[config.mk]
export PLATFORM = sky130hd
export DESIGN_NAME = x86_page_table_walker
export DESIGN_NICKNAME = d
export VERILOG_FILES = /design/src/rtl/ptw_pkg.sv /design/src/rtl/x86_page_table_walker.sv /design/src/rtl/ptw_front.sv /design/src/rtl/ptw_queue.sv /design/src/rtl/ptw_back.sv
export SDC_FILE = /design/constraint.sdc
export NUM_CORES = 1
export LEC_CHECK = 0
export BUFFER_PORTS_ARGS = -buffer_cell sky130_fd_sc_hd__buf_4
export CAP_MARGIN = 20
export CORE_MARGIN = 2
export CORE_UTILIZATION = 40
export DETAILED_ROUTE_END_ITERATION = 8
export HOLD_SLACK_MARGIN = 0.03
export PLACE_DENSITY_LB_ADDON = 0.12
export SETUP_SLACK_MARGIN = 0.2
export SLEW_MARGIN = 10
export SYNTH_ARGS = -nofsm -noshare
export SYNTH_HDL_FRONTEND = slang
export SYNTH_SLANG_ARGS = --single-unit
export TNS_END_PERCENT = 1
[constraint.sdc]
create_clock -name i_clk -period 24.4 [get_ports i_clk]
set_input_delay 4.88 -clock i_clk [delete_from_list [all_inputs] [get_ports i_clk]]
set_output_delay 4.88 -clock i_clk [all_outputs]
set_load 0.005 [all_outputs]
[src/rtl/ptw_pkg.sv]
`timescale 1ns / 1ps
package ptw_pkg;

    localparam int unsigned ResN = 3;

    typedef enum logic [1:0] {
        KIND_READ  = 2'd0,
        KIND_WRITE = 2'd1,
        KIND_DONE  = 2'd2,
        KIND_FAULT = 2'd3
    } t_kind;

    typedef enum logic [2:0] {
        CFG_PAGING  = 3'd0,
        CFG_WP      = 3'd1,
        CFG_PSE     = 3'd2,
        CFG_PGE     = 3'd3,
        CFG_DIRBASE = 3'd4
    } t_cfg_idx;

    localparam int unsigned E_PRESENT = 0;
    localparam int unsigned E_WRITE   = 1;
    localparam int unsigned E_USER    = 2;
    localparam int unsigned E_ACC     = 5;
    localparam int unsigned E_DIRTY   = 6;
    localparam int unsigned E_LARGE   = 7;
    localparam int unsigned E_GLOBAL  = 8;

    typedef struct packed {
        t_kind       kind;
        logic [31:0] mem_addr;
        logic [31:0] mem_data;
        logic [31:0] paddr;
        logic [2:0]  fault_code;
        logic        page_writable;
        logic        page_user;
        logic        page_global;
        logic        fetch_echo;
    } t_result;

    typedef struct packed {
        logic [1:0]            n;
        t_result [ResN-1:0]    res;
    } t_bundle;

    typedef struct packed {
        logic paging_on;
        logic write_protect;
        logic large_pages_on;
        logic global_pages_on;
        logic [19:0] directory_frame;
    } t_cfg;

    // combined rights: bit1 write, bit2 user; index is entry bits 2..1
    function automatic logic [2:0] combine_rights(input logic [1:0] d, input logic [1:0] t);
        logic [2:0] r;
        begin
            unique case ({d, t})
                4'b0000, 4'b0010, 4'b1000: r = 3'd0;
                4'b1010: r = 3'd4;
                4'b1011: r = 3'd4;
                4'b1110: r = 3'd4;
                4'b1111: r = 3'd6;
                default: r = 3'd2;
            endcase
            return r;
        end
    endfunction

endpackage

[src/rtl/x86_page_table_walker.sv]
`timescale 1ns / 1ps
// Channel   Handshake            Payload
// request   i_push / o_full      i_func, i_virt_addr, i_is_write, i_is_privileged,
//                                i_is_fetch, i_cpl, i_read_data
// result    o_empty / i_pop      o_kind, o_mem_addr, o_mem_data, o_paddr,
//                                o_fault_code, o_page_writable, o_page_user,
//                                o_page_global, o_fetch_echo, o_last
// config    i_cfg_we             i_cfg_idx, i_cfg_data
//
// One item is taken per cycle while the bundle queue has room; each item is
// decoded in the same cycle into up to three results.
// Results leave one per cycle from the queue head while i_pop is high;
// o_full rises after QDEPTH bundles wait undelivered.
// Reset (synchronous) empties the queue, idles the walk and clears the registers.
module x86_page_table_walker #(
    parameter int unsigned QDEPTH = 2
) (
    input  logic        i_clk,
    input  logic        i_rst_n,
    input  logic        i_push,
    output logic        o_full,
    input  logic        i_func,
    input  logic [31:0] i_virt_addr,
    input  logic        i_is_write,
    input  logic        i_is_privileged,
    input  logic        i_is_fetch,
    input  logic [1:0]  i_cpl,
    input  logic [31:0] i_read_data,
    output logic        o_empty,
    input  logic        i_pop,
    output logic [1:0]  o_kind,
    output logic [31:0] o_mem_addr,
    output logic [31:0] o_mem_data,
    output logic [31:0] o_paddr,
    output logic [2:0]  o_fault_code,
    output logic        o_page_writable,
    output logic        o_page_user,
    output logic        o_page_global,
    output logic        o_fetch_echo,
    output logic        o_last,
    input  logic        i_cfg_we,
    input  logic [2:0]  i_cfg_idx,
    input  logic [19:0] i_cfg_data
);
    import ptw_pkg::*;

    t_cfg    r_cfg;
    t_bundle bundle, head;
    t_result res;
    logic    push, q_pop, fire;

    always_ff @(posedge i_clk) begin
        if (!i_rst_n) begin
            r_cfg <= '0;
        end else if (i_cfg_we) begin
            case (t_cfg_idx'(i_cfg_idx))
                CFG_PAGING:  r_cfg.paging_on       <= i_cfg_data[0];
                CFG_WP:      r_cfg.write_protect   <= i_cfg_data[0];
                CFG_PSE:     r_cfg.large_pages_on  <= i_cfg_data[0];
                CFG_PGE:     r_cfg.global_pages_on <= i_cfg_data[0];
                CFG_DIRBASE: r_cfg.directory_frame <= i_cfg_data;
                default: ;
            endcase
        end
    end

    assign fire = i_push && !o_full;

    ptw_front u_front (
        .i_clk, .i_rst_n, .i_cfg(r_cfg), .i_fire(fire), .i_func, .i_virt_addr,
        .i_is_write, .i_is_privileged, .i_is_fetch, .i_cpl, .i_read_data,
        .o_push(push), .o_bundle(bundle)
    );

    ptw_queue #(.DEPTH(QDEPTH)) u_queue (
        .i_clk, .i_rst_n, .i_push(push), .i_bundle(bundle), .i_pop(q_pop),
        .o_head(head), .o_full, .o_empty
    );

    ptw_back u_back (
        .i_clk, .i_rst_n, .i_head(head), .i_empty(o_empty), .i_pop,
        .o_q_pop(q_pop), .o_res(res), .o_last
    );

    assign o_kind          = res.kind;
    assign o_mem_addr      = res.mem_addr;
    assign o_mem_data      = res.mem_data;
    assign o_paddr         = res.paddr;
    assign o_fault_code    = res.fault_code;
    assign o_page_writable = res.page_writable;
    assign o_page_user     = res.page_user;
    assign o_page_global   = res.page_global;
    assign o_fetch_echo    = res.fetch_echo;
endmodule

[src/rtl/ptw_front.sv]
`timescale 1ns / 1ps
module ptw_front (
    input  logic              i_clk,
    input  logic              i_rst_n,
    input  ptw_pkg::t_cfg     i_cfg,
    input  logic              i_fire,
    input  logic              i_func,
    input  logic [31:0]       i_virt_addr,
    input  logic              i_is_write,
    input  logic              i_is_privileged,
    input  logic              i_is_fetch,
    input  logic [1:0]        i_cpl,
    input  logic [31:0]       i_read_data,
    output logic              o_push,
    output ptw_pkg::t_bundle  o_bundle
);
    import ptw_pkg::*;

    typedef enum logic [1:0] {PH_IDLE, PH_DIR, PH_TABLE} t_phase;

    t_phase      r_phase, n_phase;
    logic [31:0] r_vaddr, n_vaddr;
    logic [4:0]  r_flags, n_flags;
    logic [31:0] r_pde, n_pde;

    t_bundle     b;
    t_result     blank;
    logic        wr, user, ufault, ok, fetch;
    logic [2:0]  rights;
    logic [31:0] d, dir_addr, tab_addr, pde;
    logic [1:0]  k;

    always_comb begin
        d        = i_read_data;
        pde      = r_pde;
        wr       = r_flags[0];
        user     = (r_flags[4:3] == 2'd3) && !r_flags[1];
        ufault   = (r_flags[4:3] == 2'd3);
        fetch    = r_flags[2];
        dir_addr = {i_cfg.directory_frame, r_vaddr[31:22], 2'b00};
        tab_addr = {pde[31:12], r_vaddr[21:12], 2'b00};
        rights   = 3'd0;
        ok       = 1'b0;
        k        = 2'd0;
        n_phase  = r_phase;
        n_vaddr  = r_vaddr;
        n_flags  = r_flags;
        n_pde    = r_pde;
        blank    = '0;
        b        = '0;
        if (!i_func) begin
            n_vaddr = i_virt_addr;
            n_flags = {i_cpl, i_is_fetch, i_is_privileged, i_is_write};
            blank.fetch_echo = i_is_fetch;
            b.res[0] = blank;
            b.n = 2'd1;
            if (!i_cfg.paging_on) begin
                b.res[0].kind = KIND_DONE;
                b.res[0].paddr = i_virt_addr;
                b.res[0].page_writable = 1'b1;
                b.res[0].page_user = 1'b1;
                n_phase = PH_IDLE;
            end else begin
                b.res[0].kind = KIND_READ;
                b.res[0].mem_addr = {i_cfg.directory_frame, i_virt_addr[31:22], 2'b00};
                n_phase = PH_DIR;
            end
        end else if (r_phase != PH_IDLE) begin
            blank.fetch_echo = fetch;
            b.res = {ResN{blank}};
            if (r_phase == PH_DIR && d[E_PRESENT] && !(d[E_LARGE] && i_cfg.large_pages_on)) begin
                n_pde = d;
                b.res[0].kind = KIND_READ;
                b.res[0].mem_addr = {d[31:12], r_vaddr[21:12], 2'b00};
                b.n = 2'd1;
                n_phase = PH_TABLE;
            end else begin
                if (r_phase == PH_DIR) rights = {d[E_USER], d[E_WRITE], 1'b0};
                else rights = combine_rights(pde[2:1], d[2:1]);
                ok = !(user && !rights[2]) &&
                     !(wr && !rights[1] && (user || i_cfg.write_protect));
                n_phase = PH_IDLE;
                if (!d[E_PRESENT] || !ok) begin
                    b.res[0].kind = KIND_FAULT;
                    b.res[0].mem_addr = r_vaddr;
                    b.res[0].fault_code = {ufault, wr, d[E_PRESENT]};
                    b.n = 2'd1;
                end else begin
                    if (r_phase == PH_DIR) begin
                        if (!d[E_ACC] || wr) begin
                            b.res[k].kind = KIND_WRITE;
                            b.res[k].mem_addr = dir_addr;
                            b.res[k].mem_data = d | (32'd1 << E_ACC) |
                                                (wr ? (32'd1 << E_DIRTY) : 32'h0);
                            k = k + 2'd1;
                        end
                        b.res[k].paddr = {d[31:22], r_vaddr[21:0]};
                    end else begin
                        if (!pde[E_ACC]) begin
                            b.res[k].kind = KIND_WRITE;
                            b.res[k].mem_addr = dir_addr;
                            b.res[k].mem_data = pde | (32'd1 << E_ACC);
                            k = k + 2'd1;
                        end
                        if (!d[E_ACC] || wr) begin
                            b.res[k].kind = KIND_WRITE;
                            b.res[k].mem_addr = tab_addr;
                            b.res[k].mem_data = d | (32'd1 << E_ACC) |
                                                (wr ? (32'd1 << E_DIRTY) : 32'h0);
                            k = k + 2'd1;
                        end
                        b.res[k].paddr = {d[31:12], r_vaddr[11:0]};
                    end
                    b.res[k].kind = KIND_DONE;
                    b.res[k].page_writable = rights[1];
                    b.res[k].page_user = rights[2];
                    b.res[k].page_global = d[E_GLOBAL] & i_cfg.global_pages_on;
                    b.n = k + 2'd1;
                end
            end
        end
    end

    assign o_push   = i_fire && (b.n != 2'd0);
    assign o_bundle = b;

    always_ff @(posedge i_clk) begin
        if (!i_rst_n) begin
            r_phase <= PH_IDLE;
            r_vaddr <= '0;
            r_flags <= '0;
            r_pde   <= '0;
        end else if (i_fire) begin
            r_phase <= n_phase;
            r_vaddr <= n_vaddr;
            r_flags <= n_flags;
            r_pde   <= n_pde;
        end
    end

    a_resp_idle_silent: assert property (@(posedge i_clk) disable iff (!i_rst_n)
        (i_fire && i_func && r_phase == PH_IDLE) |-> !o_push) else $error("idle response pushed");
    a_req_one: assert property (@(posedge i_clk) disable iff (!i_rst_n)
        (i_fire && !i_func) |-> (o_push && b.n == 2'd1)) else $error("request bundle size");
    a_table_after_dir: assert property (@(posedge i_clk) disable iff (!i_rst_n)
        (r_phase == PH_TABLE) |-> ($past(r_phase) == PH_DIR || $past(r_phase) == PH_TABLE))
        else $error("table phase without directory step");
endmodule

[src/rtl/ptw_queue.sv]
`timescale 1ns / 1ps
module ptw_queue #(
    parameter int unsigned DEPTH = 2
) (
    input  logic              i_clk,
    input  logic              i_rst_n,
    input  logic              i_push,
    input  ptw_pkg::t_bundle  i_bundle,
    input  logic              i_pop,
    output ptw_pkg::t_bundle  o_head,
    output logic              o_full,
    output logic              o_empty
);
    import ptw_pkg::*;

    localparam int unsigned PW = (DEPTH > 1) ? $clog2(DEPTH) : 1;
    localparam int unsigned CW = $clog2(DEPTH + 1);

    t_bundle      r_mem [DEPTH];
    logic [PW-1:0] r_wp, r_rp;
    logic [CW-1:0] r_cnt;

    assign o_full  = (r_cnt == CW'(DEPTH));
    assign o_empty = (r_cnt == '0);
    assign o_head  = r_mem[r_rp];

    always_ff @(posedge i_clk) begin
        if (i_push) r_mem[r_wp] <= i_bundle;
        if (!i_rst_n) begin
            r_wp  <= '0;
            r_rp  <= '0;
            r_cnt <= '0;
        end else begin
            if (i_push) r_wp <= (r_wp == PW'(DEPTH - 1)) ? '0 : r_wp + 1'b1;
            if (i_pop)  r_rp <= (r_rp == PW'(DEPTH - 1)) ? '0 : r_rp + 1'b1;
            r_cnt <= r_cnt + CW'(i_push) - CW'(i_pop);
        end
    end

    a_no_overflow: assert property (@(posedge i_clk) disable iff (!i_rst_n)
        !(i_push && o_full)) else $error("push into full queue");
    a_no_underflow: assert property (@(posedge i_clk) disable iff (!i_rst_n)
        !(i_pop && o_empty)) else $error("pop from empty queue");
endmodule

[src/rtl/ptw_back.sv]
`timescale 1ns / 1ps
module ptw_back (
    input  logic              i_clk,
    input  logic              i_rst_n,
    input  ptw_pkg::t_bundle  i_head,
    input  logic              i_empty,
    input  logic              i_pop,
    output logic              o_q_pop,
    output ptw_pkg::t_result  o_res,
    output logic              o_last
);
    import ptw_pkg::*;

    logic [1:0] r_idx;

    assign o_res   = i_head.res[r_idx];
    assign o_last  = (r_idx == i_head.n - 2'd1);
    assign o_q_pop = i_pop && !i_empty && o_last;

    // step through the head bundle, drop it after its last result
    always_ff @(posedge i_clk) begin
        if (!i_rst_n) begin
            r_idx <= '0;
        end else if (i_pop && !i_empty) begin
            r_idx <= o_last ? 2'd0 : r_idx + 2'd1;
        end
    end

    a_idx_range: assert property (@(posedge i_clk) disable iff (!i_rst_n)
        !i_empty |-> (r_idx < i_head.n)) else $error("result index past bundle");
endmodule
==> results.md <==
- Routed len/inst: 25.95 um
- Worst Tran Pin Value: about 1100 ps
- Row cnt: 91
- Commonest non-fill, non-tap cell in the layout: edfxtp_1
- Die area: 64820 um2
- Area of the mapped netlist: approximately 25000 um2
- Post-Syn Area per Cell: around 14 um2
- Cell family with most CP delay: buffers and inverters
- Clk sinks: ~590
- Largest net degree at the start of global routing: approximately 140
- First-pass GRT wire length: 110000 um
- Final wirelength: roughly 75000 um
- Hpwl dp: 47050 um
- Critical Setup Path Class: primary input to register
- GR Util All Layers: approximately a quarter
- Buf/Inv on CP: 5
- CTS root buffer: clkbuf_16
- Setup crit end kind: register
- Initial antenna violation count: 4
- Max Fclk: between 100 and 150 MHz
- Mapped Nets: about 1900
- CP Depth: 13
- Worst reg2reg setup slack: between 15000 and 20000 ps
- Iter 0 DRT Violations: 1384
- Initial Util: between 40% and 50%
- Worst Skew: around 21 ps
- CP startpoint kind: primary input
- Worst R2R Start: u_front.r_flags[0]$_SDFFE_PN0P_
- RePlAce Congestion: ~0.83
- Pleak: slightly above 10 nW
- Most frequent cells in the layout: edfxtp_1, nand2_1, buf_4
- Core Area: between 60000 and 70000 um2
- EDFF count, synth: between 400 and 500
- Setup crit end: u_queue.r_mem[1][135]$_DFFE_PP_
- Post-CTS resize count: 0
- PortBufs: between 200 and 250
- Antenna-violating nets left: 0
- R2R cell count: 12
- Number of synthesized register bits: a little under 600
- RSZ-0062 raised after global routing: false
- Fin crit period: about 9400 ps
- Crit path DAT: ~9700 ps
- Gate Count Post-Synth: approximately 1800
- H-tree depth: 3
- Share of cells above drive strength 1: between 20% and 30%
- Slew Viols, Final: 0
- Register area share after synthesis: 66.23%
- CTS Hold Buffers Added: 0
- Setup TNS: 0 ps
- Area Growth Syn to Fin: 18.54%
- Vias in the first global route: between 15000 and 20000
- Worst Setup SP: i_read_data[5]
- Worst Path Required: 24610 ps
- Ant diodes: 0
- TritonCTS Buffers: 66
- Vias per cell: ~5.6
- Crit-path cells: buf_4, nand2b_1, buf_4, inv_2, ha_1, nor2_1, nor2_1, ha_1, and4b_1, o21a_1, and2_4, buf_4, buf_4
- Die W: around 250 um
- CTS tree: done
- Max-cap violations: 0
- Most used cell along the critical path: buf_4
- Max incr delay on CP: ~920 ps
- Outcome: complete, no violations
- Maximum clock insertion buffer count: 3
- P per Cell Area: roughly 80 nW/um2
- Final Hold Fails: 0
- Max VDD drop: roughly 53 uV
- Final worst slack: ~15000 ps
- Remaining DRCs: 0
- Worst hold path type: register to register
- Setup bufs post-CTS: 0
- Pre-antenna DRT Iters: 5
- Hold_ws: roughly 450 ps
- Share of the cycle needed by the critical path after routing: between 30% and 40%
- FF+latch area: 16650 um2
- Clock latency on the worst-skew pair: around 600 ps
- Final core occ: between 40 and 50%
- Final Net Count: around 2100
- Pre-CTS WS: between 10000 and 15000 ps
- Worst Min Path Start: u_front.r_flags[1]$_SDFFE_PN0P_
- Count of cell types in the netlist: 52
- Main synth FF type: edfxtp_1
- Fill count: ~5500
- Synthesis Warnings: 0
- Setup Viol. Count Final: 0
- Async set-or-reset flop fraction in the synthesized netlist: 0%
- Critical R2R Capture: u_queue.r_mem[1][135]$_DFFE_PP_
- Largest fanout on the critical path: 75
- Die Y: 254.6 um
- Via count: 16334
- Slew HR: about 28%
- WHS Path Cells: 2
- CTS clock-pin slew for the worst setup and hold paths: about 50 ps
- Slowest cell on the critical path: buf_4
- Boundary Pins: about 210
- Area of the multi-input gates: approximately 7800 um2
- Total grt overflow: 0
-- power breakdown --
part | leakage, nW | switching [mW] | total [mW] | internal (mW)
Clock | 1.09 | 0.395 | 1.01 | 0.611
Combinational | 3.58 | 0.110 | 0.201 | 0.0911
Sequential | 5.56 | 0.0194 | 1.13 | 1.11
-- worst register-to-register path: cells and delay by family, from the launching register on --
kind,cells,cell delay [ps]
simple gates,5,1390
fa+ha+maj,2,620
compound gates,1,220
buf+inv,4,2430
flops,1,510
-- synthesized netlist by cell type, types with 2 or more instances --
cell | count | area [um2]
nor3b_1 | 4 | 30.03
mux4_2 | 99 | 2230
inv_2 | 2 | 7.510
nor3_1 | 9 | 45.04
nand2b_1 | 5 | 31.28
clkbuf_1 | 100 | 375.4
mux2i_1 | 49 | 490.5
a22oi_1 | 50 | 375.4
nor2_1 | 74 | 277.8
buf_2 | 22 | 110.1
dfxtp_1 | 102 | 2042
a22o_1 | 22 | 192.7
ha_1 | 8 | 100.1
o21ai_1 | 2 | 10.01
a211oi_1 | 2 | 15.01
nor2b_1 | 68 | 425.4
o22ai_1 | 40 | 250.2
o21ai_0 | 14 | 70.07
a21oi_1 | 130 | 650.6
edfxtp_1 | 486 | 14590
nand2_1 | 241 | 904.6
xor2_1 | 2 | 17.52
a221oi_1 | 30 | 262.8
and3_1 | 6 | 37.54
nor3_2 | 3 | 30.03
and2_1 | 118 | 738.2
buf_1 | 6 | 22.52
xnor2_1 | 2 | 17.52
nand3_1 | 34 | 170.2
o31ai_1 | 30 | 225.2
inv_1 | 48 | 180.2
-- state kept, by name (all words and copies together) (netlist names), named ones only --
register and flops:
u_front.r_phase 2, u_queue.r_wp 1, u_queue.r_mem 486, u_back.r_idx 2, u_front.pde 32, r_cfg 24, u_front.r_flags 5, u_queue.r_cnt 2
u_front.r_vaddr 32, u_queue.r_rp 1
-- layout make-up --
type / instances / area share (%)
Tap cell: 837 / 3.517
Timing Repair Buffer: 240 / 6.185
Clock inverter: 18 / 0.6345
Inverter: 50 / 0.6345
Clock buffer: 103 / 6.778
Multi-Input combinational cell: 1062 / 26.34
Sequential cell: 588 / 55.91
-- layer usage --
layer  share of wire (%)  GRT usage [%]
met3                 5.6          3.246
met5               0.015              0
met2                  48          37.81
met4                 2.4          7.185
met1                  44          32.73
-- cell families (layout without fill, tap and decap cells) --
family / after synthesis / count (layout) / share of synthesized area (%)
compound gates: 329 / 329 / 8.523
fa+ha+maj: 8 / 8 / 0.3985
xor+xnor: 4 / 4 / 0.1395
mux: 149 / 149 / 10.87
buf+inv: 179 / 411 / 2.799
simple gates: 572 / 572 / 11.04
flops: 588 / 588 / 66.23
-- stage by stage --
stage / cell area [um2] / std cells / total power, mW
4_1_cts: 29760 / 2897 / 2.359
6_report: 29780 / 2898 / 2.339
3_3_place_gp: 27530 / 2775 / 1.356
5_1_grt: 29780 / 2898 / 2.412
2_1_floorplan: 25120 / 1829 / 1.261
3_5_place_dp: 27550 / 2776 / 1.358
-- how the worst min path moves through the flow --
stage,to
6_report,u_front.r_flags[1]$_SDFFE_PN0P_
2_1_floorplan,u_front.r_flags[1]$_SDFFE_PN0P_
4_1_cts,u_front.r_flags[1]$_SDFFE_PN0P_
3_5_place_dp,u_front.pde[11]$_SDFFE_PN0P_
3_3_place_gp,u_front.pde[10]$_SDFFE_PN0P_
5_1_grt,u_front.r_flags[1]$_SDFFE_PN0P_
(Power assumes the default switching activity.)
